**config.mk**
```make
export PLATFORM = sky130hd
export DESIGN_NAME = clipped_line_pixel_generator_top
export DESIGN_NICKNAME = d
export VERILOG_FILES = /design/src/sv/clpg_pkg.sv /design/src/sv/clpg_div.sv /design/src/sv/clpg_ctrl.sv /design/src/sv/clpg_datapath.sv /design/src/sv/clipped_line_pixel_generator_top.sv
export SDC_FILE = /design/constraint.sdc
export NUM_CORES = 2
export LEC_CHECK = 0
export ABC_AREA = 1
export BUFFER_PORTS_ARGS = -buffer_cell sky130_fd_sc_hd__buf_2
export CAP_MARGIN = 20
export CORE_UTILIZATION = 50
export DETAILED_ROUTE_END_ITERATION = 10
export HOLD_SLACK_MARGIN = 0.03
export PLACE_DENSITY = 0.69
export SETUP_SLACK_MARGIN = 0.15
export SLEW_MARGIN = 10
export SYNTH_ARGS = -nofsm -noshare
export SYNTH_HDL_FRONTEND = slang
export SYNTH_SLANG_ARGS = --single-unit
```
**constraint.sdc**
```tcl
create_clock -name clk -period 14.7 [get_ports clk]
set_input_delay 1.47 -clock clk [delete_from_list [all_inputs] [get_ports clk]]
set_output_delay 1.47 -clock clk [all_outputs]
set_load 0.01 [all_outputs]
```
**src/sv/clpg_pkg.sv**
```systemverilog
package clpg_pkg;

    localparam int SCREEN_WIDTH  = 96;
    localparam int SCREEN_HEIGHT = 64;
    localparam int COORD_BITS    = 11;

    localparam int DELTA_W = COORD_BITS + 1;
    localparam int STEP_W  = 25;
    localparam int NUM_W   = 37;
    localparam int DIVN_W  = 35;
    localparam int DIVD_W  = 12;
    localparam int DCNT_W  = 6;
    localparam int MULA_W  = 25;
    localparam int MULB_W  = 13;
    localparam int MULP_W  = MULA_W + MULB_W;
    localparam int ERR_W   = 14;
    localparam int COLOR_W = 16;

    typedef logic signed [COORD_BITS-1:0] coord_t;
    typedef logic signed [DELTA_W-1:0]    delta_t;
    typedef logic        [COORD_BITS-1:0] mag_t;
    typedef logic        [DIVD_W-1:0]     span_t;
    typedef logic signed [STEP_W-1:0]     step_t;
    typedef logic signed [NUM_W-1:0]      num_t;
    typedef logic signed [ERR_W-1:0]      err_t;
    typedef logic        [COLOR_W-1:0]    color_t;
    typedef logic        [DIVN_W-1:0]     divn_t;
    typedef logic        [DIVD_W-1:0]     divd_t;
    typedef logic        [DCNT_W-1:0]     dcnt_t;
    typedef logic signed [MULA_W-1:0]     mula_t;
    typedef logic signed [MULB_W-1:0]     mulb_t;
    typedef logic signed [MULP_W-1:0]     mulp_t;

    localparam logic CMD_START = 1'b0;
    localparam logic CMD_TICK  = 1'b1;

    typedef enum logic [1:0] {
        OP_CLIP,
        OP_AIM,
        OP_FINAL
    } op_t;

    typedef enum logic [3:0] {
        S_IDLE,
        S_CHECK,
        S_CLIP,
        S_MUL1,
        S_DIV1_GO,
        S_DIV1_WAIT,
        S_MUL2,
        S_DIV2_GO,
        S_DIV2_WAIT,
        S_MUL3,
        S_DIV3_GO,
        S_DIV3_WAIT,
        S_COMMIT,
        S_REJECT
    } state_t;

    typedef struct packed {
        logic capture;
        logic tick;
        logic mul_en;
        logic div_go;
        op_t  op;
        logic side;
        logic store_res0;
        logic store_div;
        logic commit;
        logic reject;
    } cmd_t;

    typedef struct packed {
        logic degen;
        logic other_zero;
        logic in_range;
        logic div_busy;
        logic out_busy;
    } status_t;

endpackage

```
**src/sv/clpg_div.sv**
```systemverilog
module clpg_div
(
    input  logic                    clk,
    input  logic                    rst_n,
    input  logic                    go,
    input  clpg_pkg::divn_t         dividend,
    input  clpg_pkg::divd_t         divisor,
    output logic                    busy,
    output clpg_pkg::divn_t         quotient,
    output clpg_pkg::divd_t         remainder
);

    logic            busy_reg, busy_next;
    clpg_pkg::dcnt_t cnt_reg, cnt_next;
    clpg_pkg::divn_t quo_reg, quo_next;
    clpg_pkg::divd_t rem_reg, rem_next;
    clpg_pkg::divd_t dsr_reg, dsr_next;

    logic [clpg_pkg::DIVD_W:0] rem_sh;
    logic                      ge;

    always_comb
    begin
        rem_sh    = {rem_reg, quo_reg[clpg_pkg::DIVN_W-1]};
        ge        = rem_sh >= {1'b0, dsr_reg};
        busy_next = busy_reg;
        cnt_next  = cnt_reg;
        quo_next  = quo_reg;
        rem_next  = rem_reg;
        dsr_next  = dsr_reg;
        if (go)
        begin
            busy_next = 1'b1;
            cnt_next  = clpg_pkg::dcnt_t'(clpg_pkg::DIVN_W);
            quo_next  = dividend;
            rem_next  = '0;
            dsr_next  = divisor;
        end
        else if (busy_reg)
        begin
            quo_next = {quo_reg[clpg_pkg::DIVN_W-2:0], ge};
            rem_next = ge ? clpg_pkg::divd_t'(rem_sh - {1'b0, dsr_reg})
                          : clpg_pkg::divd_t'(rem_sh);
            cnt_next = cnt_reg - clpg_pkg::dcnt_t'(1);
            if (cnt_reg == clpg_pkg::dcnt_t'(1))
            begin
                busy_next = 1'b0;
            end
        end
    end

    always_ff @(posedge clk or negedge rst_n)
    begin
        if (!rst_n)
        begin
            busy_reg <= 1'b0;
            cnt_reg  <= '0;
        end
        else
        begin
            busy_reg <= busy_next;
            cnt_reg  <= cnt_next;
        end
    end

    always_ff @(posedge clk)
    begin
        quo_reg <= quo_next;
        rem_reg <= rem_next;
        dsr_reg <= dsr_next;
    end

    assign busy      = busy_reg;
    assign quotient  = quo_reg;
    assign remainder = rem_reg;

endmodule

```
**src/sv/clpg_ctrl.sv**
```systemverilog
module clpg_ctrl
(
    input  logic               clk,
    input  logic               rst_n,
    input  logic               s_tvalid,
    output logic               s_tready,
    input  logic               s_tuser,
    input  clpg_pkg::status_t  status,
    output clpg_pkg::cmd_t     cmd
);

    clpg_pkg::state_t state_reg, state_next;
    logic             side_reg, side_next;
    logic             accept;

    assign s_tready = (state_reg == clpg_pkg::S_IDLE) && !status.out_busy;
    assign accept   = s_tvalid && s_tready;

    always_comb
    begin
        state_next = state_reg;
        side_next  = side_reg;
        case (state_reg)
            clpg_pkg::S_IDLE:
            begin
                if (accept && s_tuser == clpg_pkg::CMD_START)
                begin
                    state_next = clpg_pkg::S_CHECK;
                    side_next  = 1'b0;
                end
            end
            clpg_pkg::S_CHECK:
            begin
                state_next = status.degen ? clpg_pkg::S_REJECT : clpg_pkg::S_CLIP;
            end
            clpg_pkg::S_CLIP:
            begin
                if (status.other_zero)
                begin
                    state_next = side_reg ? clpg_pkg::S_MUL3 : clpg_pkg::S_CLIP;
                    side_next  = 1'b1;
                end
                else
                begin
                    state_next = clpg_pkg::S_MUL1;
                end
            end
            clpg_pkg::S_MUL1:    state_next = clpg_pkg::S_DIV1_GO;
            clpg_pkg::S_DIV1_GO: state_next = clpg_pkg::S_DIV1_WAIT;
            clpg_pkg::S_DIV1_WAIT:
            begin
                if (!status.div_busy)
                begin
                    if (status.in_range)
                    begin
                        state_next = side_reg ? clpg_pkg::S_MUL3 : clpg_pkg::S_CLIP;
                        side_next  = 1'b1;
                    end
                    else
                    begin
                        state_next = clpg_pkg::S_MUL2;
                    end
                end
            end
            clpg_pkg::S_MUL2:    state_next = clpg_pkg::S_DIV2_GO;
            clpg_pkg::S_DIV2_GO: state_next = clpg_pkg::S_DIV2_WAIT;
            clpg_pkg::S_DIV2_WAIT:
            begin
                if (!status.div_busy)
                begin
                    state_next = side_reg ? clpg_pkg::S_MUL3 : clpg_pkg::S_CLIP;
                    side_next  = 1'b1;
                end
            end
            clpg_pkg::S_MUL3:    state_next = clpg_pkg::S_DIV3_GO;
            clpg_pkg::S_DIV3_GO: state_next = clpg_pkg::S_DIV3_WAIT;
            clpg_pkg::S_DIV3_WAIT:
            begin
                if (!status.div_busy)
                begin
                    state_next = clpg_pkg::S_COMMIT;
                end
            end
            clpg_pkg::S_COMMIT,
            clpg_pkg::S_REJECT:
            begin
                if (!status.out_busy)
                begin
                    state_next = clpg_pkg::S_IDLE;
                end
            end
            default: state_next = clpg_pkg::S_IDLE;
        endcase
    end

    always_comb
    begin
        cmd      = '0;
        cmd.op   = clpg_pkg::OP_CLIP;
        cmd.side = side_reg;
        case (state_reg)
            clpg_pkg::S_IDLE:
            begin
                cmd.tick    = accept && s_tuser == clpg_pkg::CMD_TICK;
                cmd.capture = accept && s_tuser == clpg_pkg::CMD_START;
            end
            clpg_pkg::S_CLIP:      cmd.store_res0 = status.other_zero;
            clpg_pkg::S_MUL1:      cmd.mul_en = 1'b1;
            clpg_pkg::S_DIV1_GO:   cmd.div_go = 1'b1;
            clpg_pkg::S_DIV1_WAIT: cmd.store_res0 = !status.div_busy && status.in_range;
            clpg_pkg::S_MUL2:
            begin
                cmd.op     = clpg_pkg::OP_AIM;
                cmd.mul_en = 1'b1;
            end
            clpg_pkg::S_DIV2_GO:
            begin
                cmd.op     = clpg_pkg::OP_AIM;
                cmd.div_go = 1'b1;
            end
            clpg_pkg::S_DIV2_WAIT:
            begin
                cmd.op        = clpg_pkg::OP_AIM;
                cmd.store_div = !status.div_busy;
            end
            clpg_pkg::S_MUL3:
            begin
                cmd.op     = clpg_pkg::OP_FINAL;
                cmd.mul_en = 1'b1;
            end
            clpg_pkg::S_DIV3_GO:
            begin
                cmd.op     = clpg_pkg::OP_FINAL;
                cmd.div_go = 1'b1;
            end
            clpg_pkg::S_DIV3_WAIT: cmd.op = clpg_pkg::OP_FINAL;
            clpg_pkg::S_COMMIT:
            begin
                cmd.op     = clpg_pkg::OP_FINAL;
                cmd.commit = !status.out_busy;
            end
            clpg_pkg::S_REJECT:    cmd.reject = !status.out_busy;
            default:               cmd.op = clpg_pkg::OP_CLIP;
        endcase
    end

    always_ff @(posedge clk or negedge rst_n)
    begin
        if (!rst_n)
        begin
            state_reg <= clpg_pkg::S_IDLE;
            side_reg  <= 1'b0;
        end
        else
        begin
            state_reg <= state_next;
            side_reg  <= side_next;
        end
    end

endmodule

```
**src/sv/clpg_datapath.sv**
```systemverilog
module clpg_datapath
(
    input  logic               clk,
    input  logic               rst_n,
    input  clpg_pkg::cmd_t     cmd,
    output clpg_pkg::status_t  status,
    input  logic [63:0]        s_tdata,
    input  logic               m_tready,
    output logic               m_tvalid,
    output logic [39:0]        m_tdata,
    output logic [1:0]         m_tuser,
    output logic               m_tlast
);

    // captured start transaction
    clpg_pkg::coord_t sx_reg, sy_reg, ex_reg, ey_reg;
    clpg_pkg::color_t col_in_reg;

    // clip working registers
    clpg_pkg::num_t   num_reg;
    clpg_pkg::step_t  first_reg, fin_reg;

    // line state
    logic             active_reg, active_next;
    logic             major_x_reg, major_x_next;
    clpg_pkg::coord_t cur_x_reg, cur_x_next;
    clpg_pkg::coord_t cur_y_reg, cur_y_next;
    clpg_pkg::err_t   err_reg, err_next;
    clpg_pkg::span_t  ms2_reg, ms2_next;
    clpg_pkg::span_t  mn2_reg, mn2_next;
    logic             major_neg_reg, major_neg_next;
    logic             minor_neg_reg, minor_neg_next;
    clpg_pkg::step_t  idx_reg, idx_next;
    clpg_pkg::step_t  last_reg, last_next;
    clpg_pkg::color_t color_reg, color_next;

    // output register
    logic             ov_reg, ov_next;
    logic             opv_reg, opv_next;
    clpg_pkg::coord_t ox_reg, ox_next;
    clpg_pkg::coord_t oy_reg, oy_next;
    clpg_pkg::color_t oc_reg, oc_next;
    logic             olast_reg, olast_next;
    logic             orej_reg, orej_next;

    clpg_pkg::delta_t cx, cy, bd, od, other_d, lim, lim_o, res0, aim, bc;
    clpg_pkg::mag_t   acx, acy, ab, ao;
    logic             xm;
    clpg_pkg::coord_t base_co, cross_co, s_major, s_minor;
    clpg_pkg::mula_t  ma;
    clpg_pkg::mulb_t  mb;
    clpg_pkg::mulp_t  mp;
    clpg_pkg::num_t   num_next;
    clpg_pkg::divn_t  div_n, div_q;
    clpg_pkg::divd_t  div_d, div_r;
    logic             div_busy;
    logic             num_neg, q_neg;
    clpg_pkg::step_t  qm, qs, t, res_div, clip_res, off;
    logic             step_end, carry;
    logic signed [clpg_pkg::ERR_W:0] err_sum;

    assign cx  = clpg_pkg::delta_t'(ex_reg) - clpg_pkg::delta_t'(sx_reg);
    assign cy  = clpg_pkg::delta_t'(ey_reg) - clpg_pkg::delta_t'(sy_reg);
    assign acx = clpg_pkg::mag_t'(cx < 0 ? -cx : cx);
    assign acy = clpg_pkg::mag_t'(cy < 0 ? -cy : cy);
    assign xm  = acx > acy;
    assign bd  = xm ? cx : cy;
    assign od  = xm ? cy : cx;
    assign ab  = xm ? acx : acy;
    assign ao  = xm ? acy : acx;

    assign base_co  = cmd.side ? (xm ? ex_reg : ey_reg) : (xm ? sx_reg : sy_reg);
    assign cross_co = cmd.side ? (xm ? ey_reg : ex_reg) : (xm ? sy_reg : sx_reg);
    assign s_major  = xm ? sx_reg : sy_reg;
    assign s_minor  = xm ? sy_reg : sx_reg;
    assign other_d  = cmd.side ? -od : od;
    assign lim      = xm ? clpg_pkg::delta_t'(clpg_pkg::SCREEN_WIDTH)
                         : clpg_pkg::delta_t'(clpg_pkg::SCREEN_HEIGHT);
    assign lim_o    = xm ? clpg_pkg::delta_t'(clpg_pkg::SCREEN_HEIGHT)
                         : clpg_pkg::delta_t'(clpg_pkg::SCREEN_WIDTH);
    assign bc       = clpg_pkg::delta_t'(base_co);

    // clip offset when the endpoint itself is off screen
    always_comb
    begin
        if (bc < 0)
        begin
            res0 = -bc;
        end
        else if (bc >= lim)
        begin
            res0 = bc - lim + clpg_pkg::delta_t'(1);
        end
        else
        begin
            res0 = '0;
        end
    end

    // shared multiplier, result doubled and biased by the major span
    always_comb
    begin
        case (cmd.op)
            clpg_pkg::OP_AIM:
            begin
                ma = clpg_pkg::mula_t'(aim);
                mb = clpg_pkg::mulb_t'(ab);
            end
            clpg_pkg::OP_FINAL:
            begin
                ma = clpg_pkg::mula_t'(first_reg);
                mb = clpg_pkg::mulb_t'(ao);
            end
            default:
            begin
                ma = clpg_pkg::mula_t'(res0);
                mb = clpg_pkg::mulb_t'(other_d);
            end
        endcase
        mp = ma * mb;
        if (cmd.op == clpg_pkg::OP_AIM)
        begin
            num_next = (clpg_pkg::num_t'(mp) <<< 1) - clpg_pkg::num_t'(ab);
        end
        else
        begin
            num_next = (clpg_pkg::num_t'(mp) <<< 1) + clpg_pkg::num_t'(ab);
        end
    end

    assign num_neg = num_reg < 0;
    assign div_n   = clpg_pkg::divn_t'(num_neg ? -num_reg : num_reg);
    assign div_d   = (cmd.op == clpg_pkg::OP_AIM) ? {ao, 1'b0} : {ab, 1'b0};

    clpg_div u_div
    (
        .clk       (clk),
        .rst_n     (rst_n),
        .go        (cmd.div_go),
        .dividend  (div_n),
        .divisor   (div_d),
        .busy      (div_busy),
        .quotient  (div_q),
        .remainder (div_r)
    );

    // signed truncating quotient
    always_comb
    begin
        case (cmd.op)
            // the aim multiply still reads the first quotient
            clpg_pkg::OP_AIM:   q_neg = cmd.mul_en ? num_neg ^ (bd < 0) : num_neg;
            clpg_pkg::OP_FINAL: q_neg = num_neg ^ (od < 0);
            default:            q_neg = num_neg ^ (bd < 0);
        endcase
        qm = clpg_pkg::step_t'(div_q);
        qs = q_neg ? -qm : qm;
    end

    assign t   = clpg_pkg::step_t'(cross_co) + qs;
    assign aim = (t < 0) ? -clpg_pkg::delta_t'(cross_co)
                         : clpg_pkg::delta_t'(cross_co) - lim_o + clpg_pkg::delta_t'(1);
    assign res_div  = qs + ((cmd.side || div_r != '0) ? clpg_pkg::step_t'(1)
                                                      : clpg_pkg::step_t'(0));
    assign clip_res = cmd.store_res0 ? clpg_pkg::step_t'(res0) : res_div;
    assign off      = (bd < 0) ? -first_reg : first_reg;

    assign status.degen      = (sx_reg == ex_reg) && (sy_reg == ey_reg);
    assign status.other_zero = od == '0;
    assign status.in_range   = (t >= 0) && (t < clpg_pkg::step_t'(lim_o));
    assign status.div_busy   = div_busy;
    assign status.out_busy   = ov_reg && !m_tready;

    // line state and output register
    always_comb
    begin
        active_next    = active_reg;
        major_x_next   = major_x_reg;
        cur_x_next     = cur_x_reg;
        cur_y_next     = cur_y_reg;
        err_next       = err_reg;
        ms2_next       = ms2_reg;
        mn2_next       = mn2_reg;
        major_neg_next = major_neg_reg;
        minor_neg_next = minor_neg_reg;
        idx_next       = idx_reg;
        last_next      = last_reg;
        color_next     = color_reg;
        ov_next        = ov_reg && !m_tready;
        opv_next       = opv_reg;
        ox_next        = ox_reg;
        oy_next        = oy_reg;
        oc_next        = oc_reg;
        olast_next     = olast_reg;
        orej_next      = orej_reg;

        step_end = idx_reg >= last_reg;
        err_sum  = (clpg_pkg::ERR_W + 1)'(err_reg)
                 + (clpg_pkg::ERR_W + 1)'($signed({1'b0, mn2_reg}));
        carry    = err_sum >= (clpg_pkg::ERR_W + 1)'($signed({1'b0, ms2_reg}));

        if (cmd.tick)
        begin
            ov_next    = 1'b1;
            orej_next  = 1'b0;
            opv_next   = active_reg;
            ox_next    = active_reg ? cur_x_reg : '0;
            oy_next    = active_reg ? cur_y_reg : '0;
            oc_next    = active_reg ? color_reg : '0;
            olast_next = active_reg && step_end;
            if (active_reg)
            begin
                err_next = carry
                    ? clpg_pkg::err_t'(err_sum
                        - (clpg_pkg::ERR_W + 1)'($signed({1'b0, ms2_reg})))
                    : clpg_pkg::err_t'(err_sum);
                if (major_x_reg)
                begin
                    cur_x_next = major_neg_reg ? cur_x_reg - clpg_pkg::coord_t'(1)
                                               : cur_x_reg + clpg_pkg::coord_t'(1);
                    if (carry)
                    begin
                        cur_y_next = minor_neg_reg ? cur_y_reg - clpg_pkg::coord_t'(1)
                                                   : cur_y_reg + clpg_pkg::coord_t'(1);
                    end
                end
                else
                begin
                    cur_y_next = major_neg_reg ? cur_y_reg - clpg_pkg::coord_t'(1)
                                               : cur_y_reg + clpg_pkg::coord_t'(1);
                    if (carry)
                    begin
                        cur_x_next = minor_neg_reg ? cur_x_reg - clpg_pkg::coord_t'(1)
                                                   : cur_x_reg + clpg_pkg::coord_t'(1);
                    end
                end
                if (step_end)
                begin
                    active_next = 1'b0;
                end
                else
                begin
                    idx_next = idx_reg + clpg_pkg::step_t'(1);
                end
            end
        end

        if (cmd.reject)
        begin
            active_next = 1'b0;
            ov_next     = 1'b1;
            opv_next    = 1'b0;
            ox_next     = '0;
            oy_next     = '0;
            oc_next     = '0;
            olast_next  = 1'b0;
            orej_next   = 1'b1;
        end

        if (cmd.commit)
        begin
            major_x_next   = xm;
            ms2_next       = {ab, 1'b0};
            mn2_next       = {ao, 1'b0};
            major_neg_next = bd < 0;
            minor_neg_next = od < 0;
            if (xm)
            begin
                cur_x_next = clpg_pkg::coord_t'(clpg_pkg::step_t'(s_major) + off);
                cur_y_next = clpg_pkg::coord_t'(clpg_pkg::step_t'(s_minor) + qs);
            end
            else
            begin
                cur_y_next = clpg_pkg::coord_t'(clpg_pkg::step_t'(s_major) + off);
                cur_x_next = clpg_pkg::coord_t'(clpg_pkg::step_t'(s_minor) + qs);
            end
            err_next    = num_neg ? -clpg_pkg::err_t'(div_r) : clpg_pkg::err_t'(div_r);
            idx_next    = first_reg;
            last_next   = fin_reg;
            active_next = first_reg <= fin_reg;
            color_next  = col_in_reg;
            ov_next     = 1'b1;
            opv_next    = 1'b0;
            ox_next     = '0;
            oy_next     = '0;
            oc_next     = '0;
            olast_next  = 1'b0;
            orej_next   = 1'b0;
        end
    end

    always_ff @(posedge clk)
    begin
        if (cmd.capture)
        begin
            sx_reg     <= clpg_pkg::coord_t'(s_tdata[10:0]);
            sy_reg     <= clpg_pkg::coord_t'(s_tdata[21:11]);
            ex_reg     <= clpg_pkg::coord_t'(s_tdata[32:22]);
            ey_reg     <= clpg_pkg::coord_t'(s_tdata[43:33]);
            col_in_reg <= s_tdata[59:44];
        end
        if (cmd.mul_en)
        begin
            num_reg <= num_next;
        end
        if ((cmd.store_res0 || cmd.store_div) && !cmd.side)
        begin
            first_reg <= clip_res;
        end
        if ((cmd.store_res0 || cmd.store_div) && cmd.side)
        begin
            fin_reg <= clpg_pkg::step_t'(ab) - clip_res;
        end
        opv_reg   <= opv_next;
        ox_reg    <= ox_next;
        oy_reg    <= oy_next;
        oc_reg    <= oc_next;
        olast_reg <= olast_next;
        orej_reg  <= orej_next;
    end

    always_ff @(posedge clk or negedge rst_n)
    begin
        if (!rst_n)
        begin
            active_reg    <= 1'b0;
            major_x_reg   <= 1'b0;
            cur_x_reg     <= '0;
            cur_y_reg     <= '0;
            err_reg       <= '0;
            ms2_reg       <= '0;
            mn2_reg       <= '0;
            major_neg_reg <= 1'b0;
            minor_neg_reg <= 1'b0;
            idx_reg       <= '0;
            last_reg      <= '0;
            color_reg     <= '0;
            ov_reg        <= 1'b0;
        end
        else
        begin
            active_reg    <= active_next;
            major_x_reg   <= major_x_next;
            cur_x_reg     <= cur_x_next;
            cur_y_reg     <= cur_y_next;
            err_reg       <= err_next;
            ms2_reg       <= ms2_next;
            mn2_reg       <= mn2_next;
            major_neg_reg <= major_neg_next;
            minor_neg_reg <= minor_neg_next;
            idx_reg       <= idx_next;
            last_reg      <= last_next;
            color_reg     <= color_next;
            ov_reg        <= ov_next;
        end
    end

    assign m_tvalid = ov_reg;
    assign m_tdata  = {2'b00, oc_reg, oy_reg, ox_reg};
    assign m_tuser  = {orej_reg, opv_reg};
    assign m_tlast  = olast_reg;

endmodule

```
**src/sv/clipped_line_pixel_generator_top.sv**
```systemverilog
// channel | dir | signals                          | contents
// s       | in  | s_tvalid s_tready s_tdata s_tuser | tuser: 0 start, 1 tick; tdata: endpoints, colour
// m       | out | m_tvalid m_tready m_tdata m_tuser | tdata: pixel x, y, colour; tuser: valid, rejected
//         |     | m_tlast                          | last pixel of the line
// ticks stream back to back while m_tready is high
// a rejected start runs no division, any other start runs one to five divisions
// on the shared 35-step divider
// rst_n is asynchronous and active low; it drops any line in progress
// a held result on m stalls further input until it is taken
module clipped_line_pixel_generator_top
(
    input  logic        clk,
    input  logic        rst_n,
    input  logic        s_tvalid,
    output logic        s_tready,
    input  logic [63:0] s_tdata,   // x_start, y_start, x_end, y_end, draw_color
    input  logic        s_tuser,   // cmd
    output logic        m_tvalid,
    input  logic        m_tready,
    output logic [39:0] m_tdata,   // pixel_x, pixel_y, pixel_color
    output logic [1:0]  m_tuser,   // pixel_valid, rejected
    output logic        m_tlast
);

    clpg_pkg::cmd_t    cmd;
    clpg_pkg::status_t status;

    clpg_ctrl u_ctrl
    (
        .clk      (clk),
        .rst_n    (rst_n),
        .s_tvalid (s_tvalid),
        .s_tready (s_tready),
        .s_tuser  (s_tuser),
        .status   (status),
        .cmd      (cmd)
    );

    clpg_datapath u_datapath
    (
        .clk      (clk),
        .rst_n    (rst_n),
        .cmd      (cmd),
        .status   (status),
        .s_tdata  (s_tdata),
        .m_tready (m_tready),
        .m_tvalid (m_tvalid),
        .m_tdata  (m_tdata),
        .m_tuser  (m_tuser),
        .m_tlast  (m_tlast)
    );

endmodule
```
==> summary.txt <==
Run status
  – Outcome: finished with violations
  – Failing checks: design-rule violations

Logic synthesis
  – Synthesis warning total: 0
  – Post-synthesis area per instance: 7.69 um2
  – Commonest cells in the synthesized netlist: nand2_1 (993), inv_1 (899), nor2_1 (487), o21ai_0 (417), ha_1 (331)
  – Synth Register Bits: 386
  – Number of distinct library cells after synthesis: 71
  – Ys async rst share: 36.5%
  – Cell area after synthesis: 0.0408 mm2
  – Post-synth EDFFs: 192
  – Register area share after synthesis: 25.4%
  – Ys flop type: edfxtp_1
  – Top cell type by total area after synthesis: fa_1
  – Cells taking the most area after synthesis: fa_1 (14%), edfxtp_1 (14%), ha_1 (10%), nand2_1 (9.1%), dfrtp_1 (8.6%)
  – Cell with the most instances after synthesis: nand2_1
  – Synthesized netlist cell count: 5308
  – Synth top area share: 14.5%

Clock tree
  – Worst-path clk slew: 60 ps
  – Skew-Pair Late Insertion Delay: 640 ps
  – # hold bufs at CTS: 0
  – CTS H-tree lvls: 2
  – TritonCTS Buffers: 45
  – Root buffer cell: clkbuf_16
  – Clock buffer depth: 3
  – # clock sinks: 386
  – CTS tree: done

Global route
  – Gr usage total: 31.1%
  – Initial antenna violation count: 8
  – Global-route wire length before repair: 199 mm
  – Grt total ovfl: 0
  – Vias in the first global route: 35878
  – Largest net degree at the start of global routing: 88

Floorplanning
  – Initial core utilization: 50.6%
  – Die area: 0.0828 mm2
  – DIE HEIGHT: 288 um
  – Die X: 288 um
  – Row count: 104
  – Core box area: 0.0807 mm2
  – IO Pins: 114

Timing
  – Fin Clk Skew: 32.3 ps
  – Setup TNS: 0 ps
  – Hold Fails Final Rpt: 0
  – Slew headroom: 17.5%
  – Final Cycle Share: 94.8%
  – Final setup viols: 0
  – Measured slew at the worst slew-check pin: 1220 ps
  – Worst Hold Slack: 450 ps
  – Min Tclk post-route: 13940 ps
  – Slew Limit Fails: 0
  – Fmax: 0.0717 GHz

Worst setup path
  – Worst EP arrival: 14320 ps
  – Reg2Reg Depth: 84
  – Worst setup EP type: register
  – Worst setup SP type: register
  – CP max stage delay: 630 ps
  – Req. time, crit path: 15080 ps
  – Worst path depth: 84
  – Top delay family on crit path: simple AND/OR/NAND/NOR gates
  – Slowest cell on crit path: o21ai_0
  – Critical path type: reg -> reg
  – CP most frequent cell: nand2_1
  – Worst-path fanout max: 33
  – Critical path buffers and inverters: 13

Place
  – Placed cell area: 0.0442 mm2
  – Global placer's final weighted congestion: 1.06
  – Hpwl dp: 103 mm
  – Number of port buffers: 107

Finish
  – Finished Core Util: 57.8%
  – # nets final: 6324
  – Number of fill cells in the layout: 7436
  – Max FFs per register: 36
  – Area grow syn2layout: 14.2%
  – Finished Cell Area: 0.0466 mm2
  – Share of layout cells above drive strength 1: 12.6%

Routing
  – Mean routed wirelength per cell: 18.9 um
  – Remaining antenna violation count: 0
  – 1st-iter DRT viols: 3150
  – Vias/cell: 5.52
  – Post-route DRC violation count: 8
  – Post-Route WL: 127 mm
  – Pre-antenna DRT Iters: 10
  – Via count: 37121

Job
  – Max cap viols: 0

Min path
  – Worst min path class: reg -> reg
  – Hold Path Depth: 2
[cells in the final DEF (no fill, tap or decap), types with 24 or more instances in the layout]
cell type	instances
nand2_1	975
inv_1	885
nor2_1	480
o21ai_0	397
ha_1	315
buf_4	303
fa_1	293
nand3_1	279
a21oi_1	269
xor2_1	213
edfxtp_1	192
dfrtp_1	140
buf_2	109
nor3_1	82
xnor2_1	55
dfxtp_1	53
nand4_1	51
clkbuf_16	50
nand2_2	36
a31oi_1	32
inv_2	27
o21bai_1	24
[worst paths after layout]
kind | from | endpoint | slack (ps)
max | u_datapath.sy_reg[0] | u_datapath.num_reg[36] | 760
min | u_datapath.col_in_reg[6] | u_datapath.color_reg[6] | 450
max reg2reg | u_datapath.sy_reg[0] | u_datapath.num_reg[36] | 760
min reg2reg | u_datapath.col_in_reg[6] | u_datapath.color_reg[6] | 450
max in group asynchronous | rst_n | u_datapath.idx_reg[24] | 12480
min in group asynchronous | rst_n | u_datapath.err_reg[11] | 880
[worst min-delay path, stage by stage (launching register included)]
cell	delay, ps
edfxtp_1	320
nand2_1	40
o21ai_0	50
[through the flow]
stage	setup slack, ps	std cells
global placement	222	6612
detailed placement	126	6614
finish	762	6727
floorplan	385	5309
CTS	165	6697
global route	-17.0	6725
[cells by family after synthesis]
logic type | share of synthesized area (%)
buffers and inverters | 10.1
and+or+nand+nor | 21.3
other | 0.00919
AOI/OAI and AO/OA | 12.4
adders and majority gates | 24.6
muxes | 0.0521
DFF | 25.4
xor gates and xnor gates | 6.16
[routing by layer]
metal  part of all wire, %  wire, um  vias up  global-route usage [%]
met5                 0.010        13        -                       0
met4                   3.1      3990        2                    9.22
met3                   9.8     12400      232                    7.59
met2                    43     54900     1405                    47.6
met1                    44     56000    17669                    43.2
li1                      -         -    17813                       -
[layout make-up]
cell class / count / area, um2 / share of cell area (%)
clock buffers: 65 / 1320 / 2.82
multi-input cells: 3853 / 27000 / 58.0
inverters: 925 / 3480 / 7.46
clock inverters: 18 / 185 / 0.397
well taps: 1060 / 1330 / 2.85
flip-flops and latches: 386 / 10400 / 22.2
diodes: 2 / 5.00 / 0.0107
repair buffers: 418 / 2930 / 6.28
[timing repair]
item,CTS,global route
resized for setup,3,143
buffers inserted,0,24
pin swaps,0,49
gates cloned,0,2
setup endpoints to repair,2,17
Power is not shown: default switching activity piles up to over one toggle a cycle in this logic, so the estimate is an artifact.
